<file path="config.mk">
export PLATFORM = sky130hd
export DESIGN_NAME = cdef_queue
export DESIGN_NICKNAME = d
export VERILOG_FILES = /design/src/sv/cdef_pkg.sv /design/src/sv/cdef_queue.sv
export SDC_FILE = /design/constraint.sdc
export NUM_CORES = 1
export LEC_CHECK = 0
export ABC_AREA = 1
export BUFFER_PORTS_ARGS = -buffer_cell sky130_fd_sc_hd__buf_4
export CORE_MARGIN = 2
export CORE_UTILIZATION = 55
export CTS_CLUSTER_SIZE = 14
export DETAILED_ROUTE_END_ITERATION = 8
export PLACE_DENSITY = 0.73
export SETUP_SLACK_MARGIN = 0.2
export SYNTH_ARGS = -nofsm -noshare
export SYNTH_HDL_FRONTEND = slang
export SYNTH_SLANG_ARGS = --single-unit
</file>
<file path="constraint.sdc">
create_clock -name clk -period 2.4 [get_ports clk]
set_input_delay 0.72 -clock clk [delete_from_list [all_inputs] [get_ports clk]]
set_output_delay 0.72 -clock clk [all_outputs]
set_load 0.01 [all_outputs]
</file>
<file path="src/sv/cdef_pkg.sv">
`timescale 1ns / 1ps

package cdef_pkg;

  localparam int MAX_WIDTH = 1024;
  localparam int MAX_HEIGHT = 4096;
  localparam int MIN_SIZE = 3;
  localparam int MOD_BASE = 255;

  localparam int PIX_W = 8;
  localparam int COL_W = $clog2(MAX_WIDTH);
  localparam int ROW_W = $clog2(MAX_HEIGHT);
  localparam int SUM_W = PIX_W + 1;

  localparam int WIDTH_REG_W = 11;
  localparam int HEIGHT_REG_W = 13;
  localparam int CFG_DATA_W = 13;
  localparam int CFG_INDEX_W = 2;

  localparam int IN_TDATA_W = 8;
  localparam int OUT_TDATA_W = 32;
  localparam int OUT_PAD_W = OUT_TDATA_W - COL_W - ROW_W - PIX_W;

  localparam int QUEUE_DEPTH = 4;
  localparam int QPTR_W = $clog2(QUEUE_DEPTH);
  localparam int QCNT_W = $clog2(QUEUE_DEPTH + 1);

  localparam logic [CFG_INDEX_W-1:0] REG_IMAGE_WIDTH = 2'd0;
  localparam logic [CFG_INDEX_W-1:0] REG_IMAGE_HEIGHT = 2'd1;

  localparam logic [COL_W-1:0] WIDTH_LAST_RESET = COL_W'(640 - 1);
  localparam logic [ROW_W-1:0] HEIGHT_LAST_RESET = ROW_W'(480 - 1);

  // One pending result: the window operands, or the corner pixel in down.
  typedef struct packed {
    logic             corner;
    logic             last;
    logic [COL_W-1:0] col;
    logic [ROW_W-1:0] row;
    logic [PIX_W-1:0] left;
    logic [PIX_W-1:0] right;
    logic [PIX_W-1:0] up;
    logic [PIX_W-1:0] down;
  } job_t;

endpackage

</file>
<file path="src/sv/cdef_queue.sv">
`timescale 1ns / 1ps

module cdef_queue (
  input  logic           clk,
  input  logic           rst,
  input  logic           push,
  input  cdef_pkg::job_t push_data,
  output logic           full,
  input  logic           pop,
  output cdef_pkg::job_t pop_data,
  output logic           empty
);

  cdef_pkg::job_t entries [cdef_pkg::QUEUE_DEPTH];
  logic [cdef_pkg::QPTR_W-1:0] wr_ptr;
  logic [cdef_pkg::QPTR_W-1:0] rd_ptr;
  logic [cdef_pkg::QCNT_W-1:0] count;

  assign full     = (count == cdef_pkg::QCNT_W'(cdef_pkg::QUEUE_DEPTH));
  assign empty    = (count == '0);
  assign pop_data = entries[rd_ptr];

  always_ff @(posedge clk) begin
    if (rst) begin
      wr_ptr <= '0;
      rd_ptr <= '0;
      count  <= '0;
    end else begin
      if (push) begin
        wr_ptr <= wr_ptr + cdef_pkg::QPTR_W'(1);
      end
      if (pop) begin
        rd_ptr <= rd_ptr + cdef_pkg::QPTR_W'(1);
      end
      if (push && !pop) begin
        count <= count + cdef_pkg::QCNT_W'(1);
      end else if (pop && !push) begin
        count <= count - cdef_pkg::QCNT_W'(1);
      end
    end
  end

  always_ff @(posedge clk) begin
    if (push) begin
      entries[wr_ptr] <= push_data;
    end
  end

`ifndef SYNTHESIS
  assert property (@(posedge clk) disable iff (rst) push |-> !full)
    else $error("transfer into a full queue");
  assert property (@(posedge clk) disable iff (rst) pop |-> !empty)
    else $error("read from an empty queue");
`endif

endmodule

</file>
==> impl_metrics.toml, run 1 <==
[floorplanning]
rows = 47
io_pins = 118
placeableCoreArea_um2 = 16400
start_util_pct = 55.5
die_h_um = 133
die_area_um2 = 17600
die_width_um = 133

[critical_path]
worst_ep_required_time_ns = 1.68
critPathArrivalTime_ns = 1.72
rr_worst_depth = 5
crit_fanout = 18
reg2reg_to = "entries[2][25]"
cp-endpoint = "pop_data[22]"
regToRegSetupSlack_ns = 0.84
crit_type = "register to primary output"
endpoint_kind = "primary output"
cp-start-kind = "register"
worstReg2RegStart = "wr_ptr[0]"

[drt]
ant_nets = 0
vias = 5503
drc = 0
drtIter0Drc = 410
first_pass_iters = 5
vias_per_cell = 5.66
wl_per_cell_um = 20.7
routed_wl_um = 20100

[timing]
fmax_mhz = 411
slew_headroom_pct = 68.7
fin_crit_sh_pct = 101
hold_violations = 0
fin_crit_ns = 2.44
tightestPinTransition_ns = 0.469
finalSetupTns_ns = -0.0490
fin_skew_ns = 0.00877
report.final.slew_viol_count = 0
setup_viol_count_final = 5
rsz0062_at_grt = "yes"
whs_ns = 0.401
finalWorstSetupSlack_ns = -0.0357

[logic_synthesis]
synth_warnings = 0
synth_top_area_share_pct = 73.9
seq_area_frac_synth_pct = 75.8
synthDistinctLibCells = 26
netlist_area_um2 = 9110
synth.largest_area_cell = "edfxtp_1"
synth_area_per_cell_um2 = 15.2
synth_fp_nets = 666
syn-instance-count = 600
ys_seq_elements = 233
synth_area_leaders = "edfxtp_1, o21ai_0, nor2_1, o22ai_2, nor2_4"

[grt]
first_global_vias = 5655
grtUsageMet2_pct = 38.7
grt_remaining_overflow = 0
grt_usage_pct = 22.0
grt_first_pass_wirelength_um = 30100
grt_use_met1_pct = 28.0
grt_antenna_before_repair = 0
met3_usage_pct = 3.98
grt_max_degree = 37
top_usage_layer = "met2"

[outcome]
status = "finished, violations left"
failed_checks = "setup timing"

[finish]
nets = 802
syn2layout_area_growth_pct = 24.9
drive_above_1_share_pct = 35.5
fillerInstances = 1047
design_area_um2 = 11400
multi_input_area_um2 = 1990
final_cells = 972
antenna_cells = 0
final-seq-area_um2 = 6910

[placed_design]
globalplace.congestion = 0.742
numPortBuffers = 117
placed_cells = 919
postPlaceCellArea_um2 = 10200
dpl.hpwl_um = 10500

[hold_path]
hold_path.class = "primary input to register"

[clock_network]
cts_buffer_depth = 3
cts_tree = "yes"
cts_sinks = 233
cts_buffers = 23
clkTransAtPathRegs_ns = 0.06
insertion_delay_ns = 0.50
h-tree-depth = 1
cts-root-buf = "clkbuf_16"
holdBufCountCts = 0

[pwr]
leakagePower_nw = 4.01
p_per_area_nw_per_um2 = 803
ir_drop_uv = 622

[job]
maxCapViolations = 0
[report_power, final]
| group | switching (W) | leakage, nW | total, W | internal (W) |
|---|---|---|---|---|
| registers | 0.0000617 | 2.13 | 0.00471 | 0.00465 |
| clock network | 0.00138 | 0.330 | 0.00326 | 0.00188 |
| logic | 0.000652 | 1.55 | 0.00117 | 0.000519 |
| total | 0.00210 | 4.01 | 0.00914 | 0.00705 |
[per-stage QoR]
step	total power (W)	util, %	setup WS, ns
after CTS	0.00915	68.3	-0.0186
after global placement	0.00576	62.4	0.439
after global routing	0.00945	69.3	-0.0674
final	0.00914	69.3	-0.0357
after floorplan	0.00532	-	0.405
after detailed placement	0.00580	62.4	0.402
[how the worst min path moves through the flow]
stage                          from  slack (ns)       end  depth (start not counted)
after CTS                       rst        0.39  count[0]                          2
after detailed placement  rd_ptr[1]        0.43  register                          1
after global routing            rst        0.39  count[0]                          2
final                           rst        0.40  count[0]                          2
after floorplan           rd_ptr[1]        0.41  register                          1
after global placement    rd_ptr[1]        0.42  register                          1
[worst max-delay path, cell delays in order, from the launching register on]
cell and delay, ns:
dfxtp_4 0.41, inv_8 0.16, buf_16 0.18, nor2_1 0.05, o22ai_1 0.24, buf_4 0.17
[repair_timing]
action	4_1_cts	5_1_grt
gates resized for setup	45	32
setup buffers	2	0
cloned	6	4
endpoints found under the setup margin	56	56
[layout by cell type (no fill, tap or decap)]
cell / synthesis / final
inv_8: 0 / 1
a21oi_1: 3 / 3
clkbuf_1: 16 / 9
dfxtp_1: 9 / 7
clkinv_1: 0 / 1
nand3_1: 1 / 1
nand2_1: 9 / 9
xor2_1: 1 / 1
o21ai_0: 87 / 52
nor2_2: 6 / 7
o22ai_1: 30 / 27
o21ai_1: 26 / 41
fa_1: 1 / 1
ha_1: 5 / 5
bufinv_16: 0 / 1
dfxtp_2: 0 / 1
dfxtp_4: 0 / 1
clkinvlp_4: 0 / 6
nor2_1: 92 / 90
nand4_1: 1 / 1
o22ai_2: 26 / 29
inv_1: 15 / 11
buf_4: 1 / 125
clkbuf_16: 0 / 27
edfxtp_1: 224 / 224
nor3_1: 2 / 2
nor2_4: 20 / 21
inv_4: 1 / 1
buf_12: 3 / 5
clkinv_2: 0 / 5
buf_6: 7 / 4
o21ai_2: 4 / 24
buf_16: 0 / 9
[Yosys cell counts]
cell,n
a21oi_1,3
buf_12,3
buf_2,9
buf_4,1
buf_6,7
clkbuf_1,16
dfxtp_1,9
edfxtp_1,224
fa_1,1
ha_1,5
inv_1,15
inv_2,1
inv_4,1
nand2_1,9
nand3_1,1
nand4_1,1
nor2_1,92
nor2_2,6
nor2_4,20
nor3_1,2
o21ai_0,87
o21ai_1,26
o21ai_2,4
o22ai_1,30
o22ai_2,26
xor2_1,1
[metal layers]
metal  part of all wire [%]  wire [um]
met5                      0          0
met4                    1.8        369
met3                    6.1       1240
met2                     51      10200
met1                     41       8300
[sequential cells by signal (all words and copies together), names as in the netlist, named ones only]
| name | count |
|---|---|
| entries | 224 |
| count | 3 |
| rd_ptr | 2 |
| wr_ptr | 2 |
[kinds of logic (layout without fill, tap and decap cells)]
group	after synthesis	in the layout	share of synthesized area, %
buffers and inverters	53	205	3.49
and+or+nand+nor	131	131	7.28
DFF	233	233	75.8
AOI/OAI and AO/OA	176	176	12.4
xor gates and xnor gates	1	1	0.0962
adders and majority gates	6	6	0.907
[cell type report]
| type | count | share of cell area, % |
|---|---|---|
| Timing Repair Buffer | 147 | 12.6 |
| Clock buffer | 32 | 5.36 |
| Inverter | 17 | 0.781 |
| Clock inverter | 9 | 0.649 |
| Sequential cell | 233 | 60.7 |
| Tap cell | 220 | 2.42 |
| Multi-Input combinational cell | 314 | 17.5 |
(Power assumes the default switching activity.)
==> run 2, diff against run 1 <==
--- a/config.mk
+++ b/config.mk
@@ -7,6 +7,7 @@
 export LEC_CHECK = 0
 export ABC_AREA = 1
 export BUFFER_PORTS_ARGS = -buffer_cell sky130_fd_sc_hd__buf_4
+export CORE_ASPECT_RATIO = 0.7
 export CORE_MARGIN = 2
 export CORE_UTILIZATION = 55
 export CTS_CLUSTER_SIZE = 14
==> impl_metrics.toml, run 2 (synthesized netlist as in run 1, its figures left out) <==
[outcome]
status = "finished, violations left"
failed_checks = "setup timing"

[clock_network]
insertion_delay_ns = 0.50
cts_tree = "yes"
cts-root-buf = "clkbuf_16"
clkTransAtPathRegs_ns = 0.06
cts_buffers = 22
holdBufCountCts = 0
h-tree-depth = 1
cts_sinks = 233
cts_buffer_depth = 3

[pwr]
power_switching_w = 0.00219
p_per_area_nw_per_um2 = 764
ir_drop_uv = 681
pwr-share-clk_pct = 34.0
comb_power_share_pct = 15.0
leakagePower_nw = 4.25
p_int_w = 0.00706
seqPwrFrac_pct = 51.0
switching_share_pct = 23.7

[placed_design]
placed_cells = 926
dpl.hpwl_um = 10800
globalplace.congestion = 0.760
numPortBuffers = 117

[grt]
first_global_vias = 5546
grt_max_degree = 30
grt_remaining_overflow = 0
grt_usage_pct = 23.3
grt_antenna_before_repair = 0
grt_first_pass_wirelength_um = 30800

[drt]
routed_wl_um = 21900
ant_nets = 0
vias_per_cell = 5.66
wl_per_cell_um = 22.0
vias = 5629
drtIter0Drc = 433
drc = 0
first_pass_iters = 5

[finish]
fillerInstances = 968
mostFrequentLayoutCells = "edfxtp_1, buf_4, nor2_1"
final_cells = 994
antenna_cells = 0
layout_commonest_cell = "edfxtp_1"
multi_input_area_um2 = 2310
biggestRegsByFlops = "entries: 224 flops, count: 3 flops"
syn2layout_area_growth_pct = 33.0
final-seq-area_um2 = 6910
nets = 819
drive_above_1_share_pct = 42.3
largest_register_ffs = 224
top_register = "entries"

[critical_path]
endpoint_kind = "primary output"
cp-start-kind = "register"
crit_fanout = 6
crit_type = "register to primary output"
critPathArrivalTime_ns = 1.72
worstReg2RegStart = "wr_ptr[1]"
worst_ep_required_time_ns = 1.68

[job]
maxCapViolations = 0

[timing]
finalSetupTns_ns = -0.125
setup_viol_count_final = 14
report.final.slew_viol_count = 0
fin_skew_ns = 0.0141
whs_ns = 0.387
slew_headroom_pct = 68.7
hold_violations = 0
tightestPinTransition_ns = 0.470
rsz0062_at_grt = "yes"
finalWorstSetupSlack_ns = -0.0380
fmax_mhz = 410
fin_crit_sh_pct = 102
fin_crit_ns = 2.44

[floorplanning]
start_util_pct = 56.0
die_width_um = 158
die_area_um2 = 17600
rows = 39
io_pins = 118
placeableCoreArea_um2 = 16200
die_h_um = 112

[hold_path]
hp-start = "rst"
hold_path.class = "primary input to register"
-- run 2: cell count changes in the layout (fill, tap and decap cells not counted), sizes merged --
| cell | before | now |
|---|---|---|
| clkinvlp | 6 | 5 |
| buf | 143 | 153 |
| clkbuf | 36 | 43 |
| bufinv | 1 | 0 |
| clkinv | 6 | 5 |
| inv | 13 | 16 |
-- run 2: repair_timing --
action	4_1_cts	5_1_grt
cloned	12	9
endpoints found under the setup margin	56	56
buffers inserted	7	0
resized for setup	164	42
pin swaps	8	20
-- run 2: through the flow --
| step | utilization, % | power, W | cell area, um^2 | setup slack (ns) |
|---|---|---|---|---|
| 3_5_place_dp | 63.5 | 0.00581 | 10300 | 0.290 |
| 6_report | 74.5 | 0.00925 | 12100 | -0.0380 |
| 3_3_place_gp | 63.5 | 0.00577 | 10300 | 0.370 |
| 4_1_cts | 72.0 | 0.00918 | 11700 | -0.0162 |
| 5_1_grt | 74.5 | 0.00957 | 12100 | -0.0724 |
| 2_1_floorplan | - | 0.00532 | 9120 | 0.405 |
-- run 2: per-layer routing --
metal  vias to the layer above  routed length [um]  global-route usage, %
met4                         0                 337                   5.64
met1                      2804                9240                   32.5
met5                         -                   0                      0
li1                       2575                   -                      -
met3                        31                1700                   5.14
met2                       219               10600                   37.9
-- run 2: power by group through the flow --
| stage | clock, W | combinational (W) | sequential [W] |
|---|---|---|---|
| 2_1_floorplan | 0 | 0.000550 | 0.00477 |
| 3_5_place_dp | 0 | 0.00103 | 0.00479 |
| 3_3_place_gp | 0 | 0.000994 | 0.00478 |
| 4_1_cts | 0.00319 | 0.00127 | 0.00471 |
| 5_1_grt | 0.00337 | 0.00148 | 0.00473 |
| 6_report | 0.00314 | 0.00139 | 0.00472 |
-- run 2: worst paths after layout --
kind / to / slack, ns / cells after the start
setup / recovery: pop_data[38] / -0.04 / 6
hold / removal: count[0] / 0.39 / 2
setup reg to reg: entries[1][7] / 0.76 / 5
hold reg to reg: register / 0.45 / 1
-- run 2: final cells by class --
| class | count | area share, % |
|---|---|---|
| inverters | 17 | 0.847 |
| clock inverters | 6 | 0.238 |
| repair inverters | 3 | 0.320 |
| flip-flops and latches | 233 | 57.1 |
| repair buffers | 162 | 15.0 |
| well taps | 225 | 2.32 |
| multi-input cells | 314 | 19.1 |
| clock buffers | 34 | 5.09 |
-- run 2: worst max-delay path: stages (launching register included) --
cell and delay, ns:
dfxtp_4 0.37, buf_12 0.16, buf_12 0.15, buf_16 0.15, nor2_1 0.14, o22ai_1 0.09, buf_4 0.15
