--- config.mk ---
export PLATFORM = sky130hd
export DESIGN_NAME = cdef_back
export DESIGN_NICKNAME = d
export VERILOG_FILES = /design/src/sv/cdef_pkg.sv /design/src/sv/cdef_back.sv
export SDC_FILE = /design/constraint.sdc
export NUM_CORES = 1
export LEC_CHECK = 0
export BUFFER_PORTS_ARGS = -buffer_cell sky130_fd_sc_hd__buf_2
export CORE_MARGIN = 2
export CORE_UTILIZATION = 45
export DETAILED_ROUTE_END_ITERATION = 8
export PLACE_DENSITY = 0.74
export SYNTH_ARGS = -nofsm -noshare
export SYNTH_HDL_FRONTEND = slang
export SYNTH_SLANG_ARGS = --single-unit
--- constraint.sdc ---
create_clock -name clk -period 5.82 [get_ports clk]
set_input_delay 1.164 -clock clk [delete_from_list [all_inputs] [get_ports clk]]
set_output_delay 1.164 -clock clk [all_outputs]
set_load 0.05 [all_outputs]
--- src/sv/cdef_pkg.sv ---
`timescale 1ns / 1ps

package cdef_pkg;

  localparam int MAX_WIDTH = 1024;
  localparam int MAX_HEIGHT = 4096;
  localparam int MIN_SIZE = 3;
  localparam int MOD_BASE = 255;

  localparam int PIX_W = 8;
  localparam int COL_W = $clog2(MAX_WIDTH);
  localparam int ROW_W = $clog2(MAX_HEIGHT);
  localparam int SUM_W = PIX_W + 1;

  localparam int WIDTH_REG_W = 11;
  localparam int HEIGHT_REG_W = 13;
  localparam int CFG_DATA_W = 13;
  localparam int CFG_INDEX_W = 2;

  localparam int IN_TDATA_W = 8;
  localparam int OUT_TDATA_W = 32;
  localparam int OUT_PAD_W = OUT_TDATA_W - COL_W - ROW_W - PIX_W;

  localparam int QUEUE_DEPTH = 4;
  localparam int QPTR_W = $clog2(QUEUE_DEPTH);
  localparam int QCNT_W = $clog2(QUEUE_DEPTH + 1);

  localparam logic [CFG_INDEX_W-1:0] REG_IMAGE_WIDTH = 2'd0;
  localparam logic [CFG_INDEX_W-1:0] REG_IMAGE_HEIGHT = 2'd1;

  localparam logic [COL_W-1:0] WIDTH_LAST_RESET = COL_W'(640 - 1);
  localparam logic [ROW_W-1:0] HEIGHT_LAST_RESET = ROW_W'(480 - 1);

  // One pending result: the window operands, or the corner pixel in down.
  typedef struct packed {
    logic             corner;
    logic             last;
    logic [COL_W-1:0] col;
    logic [ROW_W-1:0] row;
    logic [PIX_W-1:0] left;
    logic [PIX_W-1:0] right;
    logic [PIX_W-1:0] up;
    logic [PIX_W-1:0] down;
  } job_t;

endpackage

--- src/sv/cdef_back.sv ---
`timescale 1ns / 1ps

module cdef_back (
  input  logic                              clk,
  input  logic                              rst,
  input  logic                              empty,
  input  cdef_pkg::job_t                    head,
  output logic                              pop,
  output logic                              m_valid,
  input  logic                              m_ready,
  output logic [cdef_pkg::OUT_TDATA_W-1:0]  m_data,
  output logic                              m_last
);

  logic                       out_valid;
  logic                       out_last;
  logic [cdef_pkg::COL_W-1:0] out_col;
  logic [cdef_pkg::ROW_W-1:0] out_row;
  logic [cdef_pkg::PIX_W-1:0] out_value;

  logic [cdef_pkg::PIX_W-1:0] diff_h;
  logic [cdef_pkg::PIX_W-1:0] diff_v;
  logic [cdef_pkg::SUM_W-1:0] sum;
  logic [cdef_pkg::PIX_W-1:0] value_next;

  assign pop = !empty && (!out_valid || m_ready);

  always_comb begin
    diff_h = (head.left >= head.right) ? head.left - head.right : head.right - head.left;
    diff_v = (head.up >= head.down) ? head.up - head.down : head.down - head.up;
    sum    = {1'b0, diff_h} + {1'b0, diff_v};
    if (head.corner) begin
      value_next = (head.down == cdef_pkg::PIX_W'(cdef_pkg::MOD_BASE)) ? '0 : head.down;
    end else if (sum >= cdef_pkg::SUM_W'(2 * cdef_pkg::MOD_BASE)) begin
      value_next = cdef_pkg::PIX_W'(sum - cdef_pkg::SUM_W'(2 * cdef_pkg::MOD_BASE));
    end else if (sum >= cdef_pkg::SUM_W'(cdef_pkg::MOD_BASE)) begin
      value_next = cdef_pkg::PIX_W'(sum - cdef_pkg::SUM_W'(cdef_pkg::MOD_BASE));
    end else begin
      value_next = sum[cdef_pkg::PIX_W-1:0];
    end
  end

  always_ff @(posedge clk) begin
    if (rst) begin
      out_valid <= 1'b0;
    end else if (pop) begin
      out_valid <= 1'b1;
    end else if (m_ready) begin
      out_valid <= 1'b0;
    end
  end

  always_ff @(posedge clk) begin
    if (pop) begin
      out_last  <= head.last;
      out_col   <= head.col;
      out_row   <= head.row;
      out_value <= value_next;
    end
  end

  assign m_valid = out_valid;
  assign m_last  = out_last;
  assign m_data  = {{cdef_pkg::OUT_PAD_W{1'b0}}, out_value, out_row, out_col};

`ifndef SYNTHESIS
  assert property (@(posedge clk) disable iff (rst)
      out_valid |-> (out_value != cdef_pkg::PIX_W'(cdef_pkg::MOD_BASE)))
    else $error("result not reduced below the modulus");
`endif

endmodule

==> results by stage, run 1 <==
Route:
- For this run, design rule violations remaining after detail routing come to 0.
- The residual antenna-violating net count after detailed routing is 0.
- For this block, the via count after detailed routing is 2785.
- The first detailed-routing pass ran for 4 iterations.
- The number of DRC markers in iteration 0 is 118.
- The aggregate routed wire length is 7.21 mm.
- In the final routed layout, each cell accounts on average for 13.8 um.
- The ratio of routed vias to standard cells is 5.35.

Global routing:
- The number of antenna violations at the first check in global routing came to 0.
- In the global route stage, overall resource usage came out at 0.187.
- The number of global-route vias before repair is 2620.
- For this run the aggregate overflow at the end of global routing stands at 0.
- The first global-routing pass estimated 11.6 mm of wire.
- The pin count of the biggest net entering global routing is 33.

Clocking:
- In this run the clock root is driven by a clkbuf_8.
- The CTS tree is built.
- The total clock sinks is 32.
- The clock tree synthesis step divided the H-tree into 2 levels.
- The clock edge transition at the registers on the reported setup and hold paths is 0.06 ns.
- Buffers inserted during clock tree synthesis total 5.
- The number of gates resized after CTS is 0.
- Clock latency on the worst-skew pair, taken at its later pin, is 0.27 ns.
- The hold-fix buffer count after cts is 0.
- In this run the deepest clock path goes through 2 buffers.
- The post-CTS repair timing setup buffer count is 0.

STA:
- Dividing the final minimum period by the clock period gives 0.951.
- For the final database, setup skew stands at 0.00325 ns.
- On the final layout, the worst hold slack is 0.488 ns.
- Static timing analysis puts the maximum clock frequency at 181 MHz.
- The total count of max-transition violations in the final report is 0.
- The worst pin sits at a relative slew slack of 0.639.
- For the pin with the worst max-slew slack, the measured transition is 0.542 ns.
- Counting I/O delays and the setup requirement, the final critical path takes 5.53 ns.
- In the final timing run, aggregate negative setup slack is 0 ns.
- The final number of setup-violating endpoints is 0.
- The number of hold violations in the final report came to 0.
- Setup repair after global routing left no endpoint under its margin.

Synth:
- The count of yosys warnings during synthesis is 0.
- The per-instance average area after synthesis is 9.42 um^2.
- In the synthesized netlist the dominant register cell turns out to be edfxtp_1.
- Of all flip-flops after synthesis, the portion carrying an async set or reset was 0.
- After synthesis the netlist holds a flip-flop and latch count of 32.
- Of the total synthesized cell area, the portion taken by full adders, half adders and majority gates is 0.202.
- After synthesis the cells add up to 0.00314 mm^2.
- The main combinational cell family by area after synthesis is compound AO/OA/AOI/OAI gates.
- The cell count after synthesis came out at 333.
- The share of the yosys chip area belonging to registers is 0.303.
- The synthesized netlist contains 65 unique library cells.
- Of the total synthesized cell area, the portion taken by AND, OR, NAND and NOR gates is 0.141.
- The share of the synthesized area in compound gates (AO/OA/AOI/OAI) was 0.203.
- The synthesized-area fraction occupied by xor and xnor cells is 0.0475.
- Of the post-synthesis cell area, the part taken by muxes is 0.0327.
- The number of enable-type register cells in the synthesized netlist is 31.

Critical path:
- The origin of the critical flop-to-flop path is m_valid.
- The worst setup path is launched from an input pin.
- Traced cell by cell, the critical path runs through buf_2, inv_1, ha_1, inv_1, fa_1, nand3_1, a21oi_1, o41ai_4, mux2i_1, a221oi_1, o21ai_2, a31oi_1, xnor2_1, ha_2, or4b_1, o311ai_2, o211ai_2, o21ai_2, nor3b_1, nor4bb_1, a211o_1.
- The critical path class is input pin to flip-flop.
- The buffering stage count on the worst path with inverters included is 3.
- The highest-delay cell along the critical path is or4b_1.
- The capture instance of the worst register-to-register path is out_value[2].
- The arrival time of data at the critical path endpoint is 5.56 ns.
- The endpoint required time on the critical path is 5.84 ns.
- The worst setup path is captured at a flip-flop.
- The worst register-to-register path has a depth of 3.
- The setup slack of the most critical reg-to-reg path is 4.61 ns.
- The maximum net fanout on the critical path is 7.
- On the worst path, the slowest cell contributes a delay of 0.47 ns.
- The top cell family by delay on the critical path is compound AO/OA/AOI/OAI gates.

Worst hold path:
- The worst min-delay path startpoint is m_valid.
- The worst hold path passes through 2 cells.
- The sink of the worst hold path is m_valid.
- The class of the tightest hold or removal check is flip-flop to flip-flop.

Floorplan:
- The floorplan step set the die height to 87.5 um.
- The floorplan step set the die width to 87.5 um.
- The starting density of the core is 0.464.
- The die area is 0.00765 mm^2.
- The total area inside the core boundary comes to 0.00676 mm^2.
- The number of top-level design ports is 95.
- The number of placement rows is 30.

Final layout:
- The most common cell after layout, fill and taps aside is buf_2.
- With fillers left out, the area of the finished cells amounts to 0.00391 mm^2.
- In the layout the commonest cells are buf_2, inv_1, ha_1.
- The share of layout cells above drive strength 1 is 0.288.
- Counting the fill cells in the layout gives 625.
- The layout overhead on the synthesized area is 24.6%.
- After the last flow step, the layout net total stands at 546.
- The repair_antennas step left the layout with diodes totalling 0.

Place:
- The final weighted congestion of routability-driven global placement is 0.905.
- The HPWL after detailed placement is 5.95 mm.
- After detailed placement, the total cell area comes to 0.00377 mm^2.
- During placement, the flow inserted port buffers numbering 92.

Status:
- The flow ran to the end, and the final reports show no timing, DRC or antenna violations.

Power and ir drop:
- In this run the power density over the cells is 344 mW/mm^2.
- The total power is 1340 uW.
- The worst-case IR drop observed on VDD is 161 uV.
- For this design the static power due to leakage is 0.00192 uW.

Run:
- The tool flagged a number of max-cap violations equal to 0.
## cells in the mapped netlist, types with 2 or more instances
| library cell | number | area share |
|---|---|---|
| and2_1 | 2 | 0.0040 |
| xnor2_1 | 9 | 0.025 |
| o21a_1 | 2 | 0.0048 |
| nand2_1 | 21 | 0.025 |
| nand3_1 | 14 | 0.022 |
| a41o_1 | 2 | 0.0064 |
| maj3_1 | 2 | 0.0064 |
| or2_1 | 2 | 0.0040 |
| a21o_1 | 11 | 0.026 |
| fa_1 | 5 | 0.032 |
| nand2b_1 | 7 | 0.014 |
| buf_2 | 2 | 0.0032 |
| o2bb2ai_1 | 3 | 0.0084 |
| o31ai_1 | 4 | 0.0096 |
| edfxtp_1 | 31 | 0.30 |
| clkbuf_1 | 3 | 0.0036 |
| nor2b_1 | 5 | 0.010 |
| a21oi_1 | 24 | 0.038 |
| a211oi_1 | 4 | 0.0096 |
| buf_4 | 2 | 0.0048 |
| mux2i_1 | 8 | 0.026 |
| o21ai_0 | 3 | 0.0048 |
| o22ai_1 | 2 | 0.0040 |
| nand4_1 | 4 | 0.0080 |
| nor3b_1 | 2 | 0.0048 |
| xor2_1 | 8 | 0.022 |
| ha_1 | 41 | 0.16 |
| a211oi_2 | 2 | 0.0080 |
| o21ai_1 | 13 | 0.021 |
| nor2_1 | 12 | 0.014 |
| a311oi_1 | 2 | 0.0056 |
| inv_1 | 45 | 0.054 |
| a22oi_1 | 2 | 0.0048 |
| nor4_1 | 3 | 0.0060 |
## worst register-to-register path: cells and delay by family, from the launching register on
family,cells,cell delay (ns)
buffers and inverters,1,0.35
DFF,1,0.31
and+or+nand+nor,2,0.21
## cells by family (layout without fill, tap and decap cells)
logic type / Yosys count / in the layout
AOI/OAI and AO/OA: 89 / 89
and+or+nand+nor: 83 / 83
buffers and inverters: 53 / 160
adders and majority gates: 48 / 48
DFF: 32 / 32
xor gates and xnor gates: 17 / 17
muxes: 10 / 10
other: 1 / 2
## through the flow
step	util	instances	worst slack (ns)
CTS	0.574	521	0.189
floorplan	-	334	0.159
finish	0.578	521	0.286
global route	0.578	521	0.0271
global placement	0.558	513	0.109
detailed placement	0.558	513	-0.118
## state kept, by name, summed over array words and instances (netlist names)
register / count
out_row: 12
out_col: 10
out_value: 8
m_last: 1
m_valid: 1
## layer usage
| metal | GRT usage | part of all wire | up-vias |
|---|---|---|---|
| met5 | 0 | 0 | - |
| met4 | 0.0587 | 0.016 | 0 |
| met3 | 0.0294 | 0.060 | 12 |
| met2 | 0.318 | 0.48 | 85 |
| met1 | 0.241 | 0.44 | 1274 |
| li1 | - | - | 1414 |
## power breakdown
part | internal, uW | switching, uW
Clock | 124 | 74.9
Sequential | 290 | 6.09
Combinational | 335 | 512
Total | 749 | 593
## how the worst max path moves through the flow
stage / startpoint / end / slack, ns / depth (start not counted)
final: head[8] / out_value[6] / 0.29 / 21
after global routing: head[8] / out_value[4] / 0.03 / 22
after CTS: head[4] / out_value[6] / 0.19 / 21
after detailed placement: head[4] / out_value[6] / -0.12 / 21
after global placement: head[4] / out_value[6] / 0.11 / 21
after floorplan: head[4] / out_value[6] / 0.16 / 17
## final cells by class
| cell class | instances | area, um^2 | share of cell area |
|---|---|---|---|
| Clock buffer | 5 | 68.8 | 0.0176 |
| Clock inverter | 3 | 37.5 | 0.00961 |
| Inverter | 45 | 169 | 0.0432 |
| Multi-Input combinational cell | 249 | 2010 | 0.514 |
| Sequential cell | 32 | 951 | 0.243 |
| Tap cell | 80 | 100 | 0.0256 |
| Timing Repair Buffer | 107 | 573 | 0.147 |
No activity file was read; power rests on OpenSTA's default activity.
==> inputs of run 2 (changes only) <==
--- a/config.mk
+++ b/config.mk
@@ -5,11 +5,12 @@
 export SDC_FILE = /design/constraint.sdc
 export NUM_CORES = 1
 export LEC_CHECK = 0
+export ABC_AREA = 1
 export BUFFER_PORTS_ARGS = -buffer_cell sky130_fd_sc_hd__buf_2
 export CORE_MARGIN = 2
-export CORE_UTILIZATION = 45
+export CORE_UTILIZATION = 40
 export DETAILED_ROUTE_END_ITERATION = 8
-export PLACE_DENSITY = 0.74
+export PLACE_DENSITY = 0.66
 export SYNTH_ARGS = -nofsm -noshare
 export SYNTH_HDL_FRONTEND = slang
 export SYNTH_SLANG_ARGS = --single-unit
==> run 2 against run 1 <==
Compared with the run above: register-to-register slack gained 0.03 ns; cell count increased by 22%; fmax rose by 14%; synthesized cell count up 29%; critical path depth up 8; routed wire length increased by 9.7%; flip-flop and latch count did not move; clock-buffer cell count is 1 higher; die area up 19%; largest power group unchanged; highest routed layer unchanged.
==> results by stage, run 2 <==
Status:
- The run finished with clean final reports.

Critical path:
- The top cell family by delay on the critical path is simple AND/OR/NAND/NOR gates.
- The buffering stage count on the worst path with inverters included is 7 (+4).
- The maximum net fanout on the critical path is 10 (+3).
- The endpoint required time on the critical path is 5.85 ns (about the same).
- The arrival time of data at the critical path endpoint is 4.89 ns (-0.67 ns).
- The worst stage delay on the critical path is 0.37 ns (-0.10 ns).
- The critical path class is input pin to flip-flop.
- The capturing element type of the critical path is a flip-flop.
- The highest-delay cell along the critical path is ha_1.
- The worst setup path is launched from an input pin.
- The cell that appears most often on the critical path is nand2_1.

Route:
- The number of DRC markers in iteration 0 is 116 (-1.7%).
- The via count is 3049 (+9.5%).
- The aggregate routed wire length was 7.91 mm (+9.7%).
- The ratio of routed vias to standard cells is 4.81 (-10%).
- The routed metal-1 wirelength is 3.34 mm (+4.2%).
- The number of search-and-repair iterations in the first detailed-routing pass is 4 (unchanged).
- The residual antenna-violating net count after detailed routing is 0 (unchanged).
- The routed wirelength normalized by instance count is 12.5 um (-9.9%).
- The met3 wire length is 453 um (+4.9%).
- The detailed route wirelength on metal2 is 4.05 mm (+17%).
- The highest layer touched by signal routing is met4.
- The remaining routing DRC violations is 0 (unchanged).

Global routing:
- The global-route wire length before repair is 12.5 mm (+7.6%).
- The pin count of the biggest net entering global routing came to 33 (unchanged).
- The number of antenna violations at the first check in global routing is 0 (unchanged).
- The total global-route track usage is 0.170 (-0.0164).
- The number of global-route vias before repair is 2883 (+10%).
- The overflow left after global routing is 0 (unchanged).

STA:
- The final-layout setup total negative slack is 0 ns (unchanged).
- The final worst setup slack was 0.961 ns (+0.675 ns).
- The number of hold violations in the final report came to 0 (unchanged).
- The final number of setup-violating endpoints is 0 (unchanged).
- The clock skew after layout came to 0.00363 ns (+0.000383 ns).
- The post-route worst hold slack is 0.498 ns (+0.00938 ns).
- The total count of max-transition violations in the final report is 0 (unchanged).
- The maximum achievable frequency is 206 MHz (+14%).
- The ratio of final minimum period to clock period is 0.835 (-0.116).
- Setup repair after global routing left no endpoint under its margin.
- The final critical-path required period is 4.86 ns (-0.675 ns).

Synth:
- Ranked by total cell area, the synthesized netlist is headed by edfxtp_1, ha_1, nand2_1.
- The number of standard cells after synthesis is 430 (+29%).
- The synthesized design spends more area on one cell type than any other, namely edfxtp_1.
- The dominant cell by count in the synthesized netlist is nand2_1.
- The unique cell type count in the Yosys netlist is 41 (-37%).
- The share of the yosys chip area belonging to registers is 0.283 (-0.0200).
- The per-instance average area after synthesis is 7.81 um^2 (-17%).
- The number of enable-type register cells in the synthesized netlist came to 31 (unchanged).
- The cell area after synthesis came to 0.00336 mm^2 (+7.1%).
- The async set-reset flop share out of synthesis is 0 (unchanged).
- Sorting the synthesized cells by how often they occur yields nand2_1, inv_1, ha_1.
- The count of yosys warnings during synthesis is 0 (unchanged).
- The area share of the largest cell type after synthesis was 0.277 (-0.0196).
- The flip-flop and latch count after synthesis is 32 (unchanged).
- The main flop type after synthesis is edfxtp_1.

Clocking:
- The clock edge transition at the registers on the reported setup and hold paths was 0.06 ns (about the same).
- The post-CTS repair timing setup buffer count is 0 (unchanged).
- The clock tree root buffer cell is clkbuf_8.
- The hold-fix buffer count after cts was 0 (unchanged).
- The clock buffer count from CTS was 5 (unchanged).
- The number of H-tree branching levels is 2 (unchanged).
- The maximum clock path buffer count came to 2 (unchanged).
- The CTS tree is built.
- The clock latency of the later-clocked register in the worst-skew pair is 0.28 ns (about the same).
- The number of gates resized after CTS is 0 (unchanged).
- The total clock sinks is 32 (unchanged).

Final layout:
- The share of layout cells above drive strength 1 is 0.251 (-0.0366).
- The layout filler cell count is 837 (+34%).
- The most common cell after layout, fill and taps aside is nand2_1.
- The multi-input logic area was 0.00212 mm^2 (+5.5%).
- The number of flip-flops under the largest register name was 12 (unchanged).
- In the layout the commonest cells are nand2_1, buf_2, inv_1.
- The total non-filler cell area in the finished layout was 0.00405 mm^2 (+3.7%).
- The largest registers in the layout are out_row (12), out_col (10), out_value (8).
- The total number of nets in the final design is 634 (+16%).
- The number of diodes is 0 (unchanged).
- The register area is 951 um^2 (unchanged).
- The layout overhead on the synthesized area is 20.7%.
- The register with the most flip-flops in the final layout is out_row.

Floorplan:
- The die extent in x is 95.6 um (+9.3%).
- The area inside the core boundary was 0.00818 mm^2 (+21%).
- The starting density of the core came to 0.411 (-0.0535).
- The height of the chip is 95.6 um (+9.3%).
- The number of placement rows is 33 (+10%).
- The die area is 0.00914 mm^2 (+19%).
- The number of top-level design ports is 95 (unchanged).

Power and ir drop:
- The cell-internal power was 735 uW (-1.9%).
- The switching power is 710 uW (+20%).
- The fraction of power spent switching nets came to 0.491 (+0.0493).
- The clock group share of total power came to 0.142 (-0.006).
- The maximum ir drop on the vdd rail is 137 uV (-15%).
- The relative contribution of sequential cells to total power is 0.203 (-0.017).
- The total leakage power is 0.00219 uW (+14%).
- The power density over the cells came to 356 mW/mm^2 (+3.7%).
- The combinational fraction of design power is 0.656 (+0.025).

Place:
- The final weighted congestion of routability-driven global placement is 0.883 (-2.4%).
- The port buffer count is 92 (unchanged).
- The setup slack at placement is 0.677 ns (+0.795 ns).
- The HPWL after detailed placement is 6.74 mm (+13%).
- The placed standard-cell area is 0.00395 mm^2 (+4.7%).

Worst hold path:
- The worst hold path belongs to the class flip-flop to flip-flop.

Run:
- The number of max-cap violations is 0 (unchanged).
run 2: changes by cell type in the layout (fill, tap and decap cells not counted), sizes merged, moves of 9 or more:
cell   delta
a21o     -10
buf      -14
inv      +29
nand2   +109
nand3    +21
xor2      +9
run 2: power by group through the flow:
stage                     sequential, uW  clock, uW  combinational [uW]
after global routing                 295        218                1060
after global placement               297          0                 939
after detailed placement             298          0                 950
final                                293        205                 947
after floorplan                      385          0                 679
after CTS                            293        209                 953
run 2: metal layers:
layer	global-route usage	up-vias
met1	0.198	1362
met2	0.326	87
met4	0.0393	0
met5	0	-
met3	0.0229	6
li1	-	1594
run 2: per-stage QoR:
| stage | total power (uW) | instances | utilization |
|---|---|---|---|
| after CTS | 1460 | 634 | 0.496 |
| after global placement | 1240 | 626 | 0.483 |
| after detailed placement | 1250 | 626 | 0.483 |
| final | 1440 | 634 | 0.496 |
| after floorplan | 1060 | 431 | - |
| after global routing | 1580 | 634 | 0.496 |
run 2: cells by family after synthesis:
logic type                 share of synthesized area
other                                        0.00112
DFF                                            0.283
and+or+nand+nor                                0.291
AOI/OAI and AO/OA                             0.0995
adders and majority gates                      0.183
xor gates and xnor gates                      0.0548
buffers and inverters                         0.0883
run 2: worst paths after layout:
check / start / endpoint / slack (ns) / cells past startpoint
max: head[5] / out_value[7] / 0.96 / 29
min: m_valid / m_valid / 0.50 / 2
max reg2reg: m_valid / out_value[0] / 4.64 / 2
min reg2reg: m_valid / m_valid / 0.50 / 2
run 2: tightest hold or removal path, stage by stage (launching register included):
cell	delay (ns)
dfxtp_1	0.33
nand2_1	0.07
a21oi_1	0.05
run 2: layout make-up:
cell class              count  share of cell area
inverters                  74              0.0685
flip-flops and latches     32               0.235
clock buffers               6              0.0179
clock inverters             2             0.00864
repair buffers             93               0.115
well taps                 105              0.0324
multi-input cells         322               0.523
==> inputs of run 3 (changes only) <==
==> constraint.sdc (replaced) <==
create_clock -name clk -period 4.28 [get_ports clk]
set_input_delay 0.856 -clock clk [delete_from_list [all_inputs] [get_ports clk]]
set_output_delay 0.856 -clock clk [all_outputs]
set_load 0.05 [all_outputs]
==> run 3 against run 2 <==
Compared with the run above: cell count up 9.5%; clock power up 35%; combinational power up 69%; total power up 57%; global-route usage up 0.99 points; sequential share of layout area down 3.1 points; via count up 8.2%; sequential power up 37%; clock skew up 0.0025 ns; die area unchanged; register-to-register slack worse by 1.6 ns; critical path type unchanged; highest routed layer unchanged.
==> results by stage, run 3 (synthesis results as in run 2) <==
Clocking:
- The clock edge transition at the registers on the reported setup and hold paths is 0.06 ns (about the same).
- The hold-fix buffer count after cts is 0 (unchanged).
- The clock tree root buffer cell is clkbuf_8.
- The total clock sinks was 32 (unchanged).
- The clock buffer count from CTS is 5 (unchanged).
- The maximum clock path buffer count is 2 (unchanged).
- The CTS tree is built.
- The number of H-tree branching levels is 2 (unchanged).
- The clock latency of the later-clocked register in the worst-skew pair is 0.28 ns (about the same).

STA:
- The ratio of final minimum period to clock period is 0.938.
- The number of hold violations in the final report is 0 (unchanged).
- The final critical-path required period is 4.01 ns.
- The final number of setup-violating endpoints is 0 (unchanged).
- The total count of max-transition violations in the final report came to 0 (unchanged).
- Timing would allow up to 249 MHz.
- The clock skew after layout was 0.00609 ns (+0.00246 ns).

Power and ir drop:
- The total leakage power is 0.00248 uW (+13%).
- The maximum ir drop on the vdd rail was 180 uV (+32%).
- The power density over the cells is 486 mW/mm^2 (+36%).

Global routing:
- The total global-route track usage is 0.180 (+0.00993).
- The number of antenna violations at the first check in global routing came to 0 (unchanged).
- The number of global-route vias before repair is 3016 (+4.6%).
- The pin count of the biggest net entering global routing is 32 (-3.0%).
- The global-route wire length before repair is 13.1 mm (+5.0%).
- The overflow left after global routing is 0 (unchanged).

Route:
- The number of DRC markers in iteration 0 is 99 (-15%).
- The residual antenna-violating net count after detailed routing came to 0 (unchanged).
- The number of search-and-repair iterations in the first detailed-routing pass is 4 (unchanged).
- The remaining routing DRC violations is 0 (unchanged).
- The ratio of routed vias to standard cells is 4.75 (-1.2%).
- The aggregate routed wire length is 8.51 mm (+7.6%).
- The via count came to 3299 (+8.2%).
- The routed wirelength normalized by instance count is 12.3 um (-1.7%).

Critical path:
- The worst setup path is captured at a flip-flop.
- The critical path is of the input pin to flip-flop type.
- The worst setup path is launched from an input pin.
- The arrival time of data at the critical path endpoint came to 4.05 ns (-0.84 ns).
- The maximum net fanout on the critical path came to 10 (unchanged).
- The endpoint required time on the critical path is 4.32 ns (-1.53 ns).

Final layout:
- The total number of nets in the final design came to 694 (+9.5%).
- Compared with the post-synthesis result, the final layout area differs by 39.4%.
- The top cell types in the final layout, fill and taps aside, are nand2_1, buf_2, inv_1.
- Leaving out fill and tap cells, the most frequent cell in the layout is nand2_1.
- The largest registers in the layout are out_row (12), out_col (10), out_value (8).
- The most flop-heavy register is out_row.
- The count of placed standard cells in the final layout, fillers left out is 694 (+9.5%).
- The share of layout cells above drive strength 1 came to 0.372 (+0.120).
- The number of flip-flops under the largest register name is 12 (unchanged).
- The utilization after layout was 0.573 (+0.0767).
- The number of diodes is 0 (unchanged).

Floorplan:
- The die area is 0.00914 mm^2 (unchanged).
- The number of top-level design ports is 95 (unchanged).
- The area inside the core boundary is 0.00818 mm^2 (unchanged).
- The number of placement rows is 33 (unchanged).
- The die extent in x is 95.6 um (unchanged).
- The height of the chip is 95.6 um (unchanged).
- The starting density of the core was 0.411 (unchanged).

Worst hold path:
- The class of the tightest hold or removal check is flip-flop to flip-flop.

Place:
- The final weighted congestion of routability-driven global placement was 0.870 (-1.5%).
- The number of placed instances with taps included is 683 (+9.1%).
- The port buffer count came to 92 (unchanged).
- The HPWL after detailed placement came to 7.10 mm (+5.3%).

Run:
- The number of max-cap violations is 0 (unchanged).

Status:
- The flow ran to the end, and the final reports show no timing, DRC or antenna violations.
==> run 3: cell types whose count changed in the layout (fill, tap and decap cells not counted), sizes merged <==
cell  before  now
buf       93  153
==> run 3: timing repair <==
item / 4_1_cts / 5_1_grt
endpoints found under the setup margin: 0 / 8
buffers inserted: 0 / 3
resized for setup: 0 / 38
hold endpoints to repair: 0 / 0
==> run 3: worst max-delay path: stages <==
cell      delay (ns)
buf_2           0.10
inv_1           0.14
ha_4            0.24
nand2_1         0.10
inv_1           0.07
a221oi_4        0.29
nand3_4         0.15
buf_6           0.15
nand2_1         0.05
nand2_1         0.06
xor2_1          0.17
ha_1            0.33
or2_4           0.25
nand3_2         0.10
nand2_2         0.07
nand2_4         0.08
nand2_2         0.06
a21oi_4         0.26
a21oi_2         0.09
nand2_4         0.13
inv_2           0.06
nand2_2         0.06
nand2_1         0.05
nand2_1         0.06
nand2_1         0.05
==> run 3: worst paths after layout <==
check | endpoint | slack, ns | depth (start not counted) | start
hold reg to reg | m_valid | 0.49 | 2 | m_valid
hold / removal | m_valid | 0.49 | 2 | m_valid
setup reg to reg | m_last | 3.07 | 2 | m_valid
setup / recovery | out_value[4] | 0.27 | 25 | head[7]
==> run 3: stage by stage <==
step / hold slack, ns / power (uW) / setup WS (ns) / setup TNS (ns) / area (um^2)
finish: 0.493 / 2270 / 0.266 / 0 / 4680
global route: 0.524 / 2470 / -0.0113 / -0.0166 / 4680
CTS: 0.495 / 2170 / 0.0583 / 0 / 4480
detailed placement: 0.483 / 1890 / -0.224 / -1.47 / 4370
global placement: 0.467 / 1870 / -0.197 / -1.31 / 4370
floorplan: 0.684 / 1450 / 0.0156 / 0 / 3360
==> run 3: power breakdown <==
group	switching, uW	leakage (uW)	internal (uW)	total, uW
clock	104	0.0000552	172	277
sequential	9.45	0.000309	391	400
combinational	936	0.00211	660	1600
==> run 3: layout make-up <==
class                      count  area (um^2)
fill                         765         3490
multi-input combinational    322         2290
sequential                    32          951
timing repair buffer         153          922
inverter                      74          280
tap                          105          131
clock buffer                   6         72.6
clock inverter                 2         35.0
==> run 3: per-layer routing <==
layer  up-vias  part of all wire  GRT usage
met5         -                 0          0
met4         0             0.011     0.0464
met3         9             0.048     0.0206
met2        87              0.54      0.350
met1      1480              0.41      0.205
li1       1723                 -          -
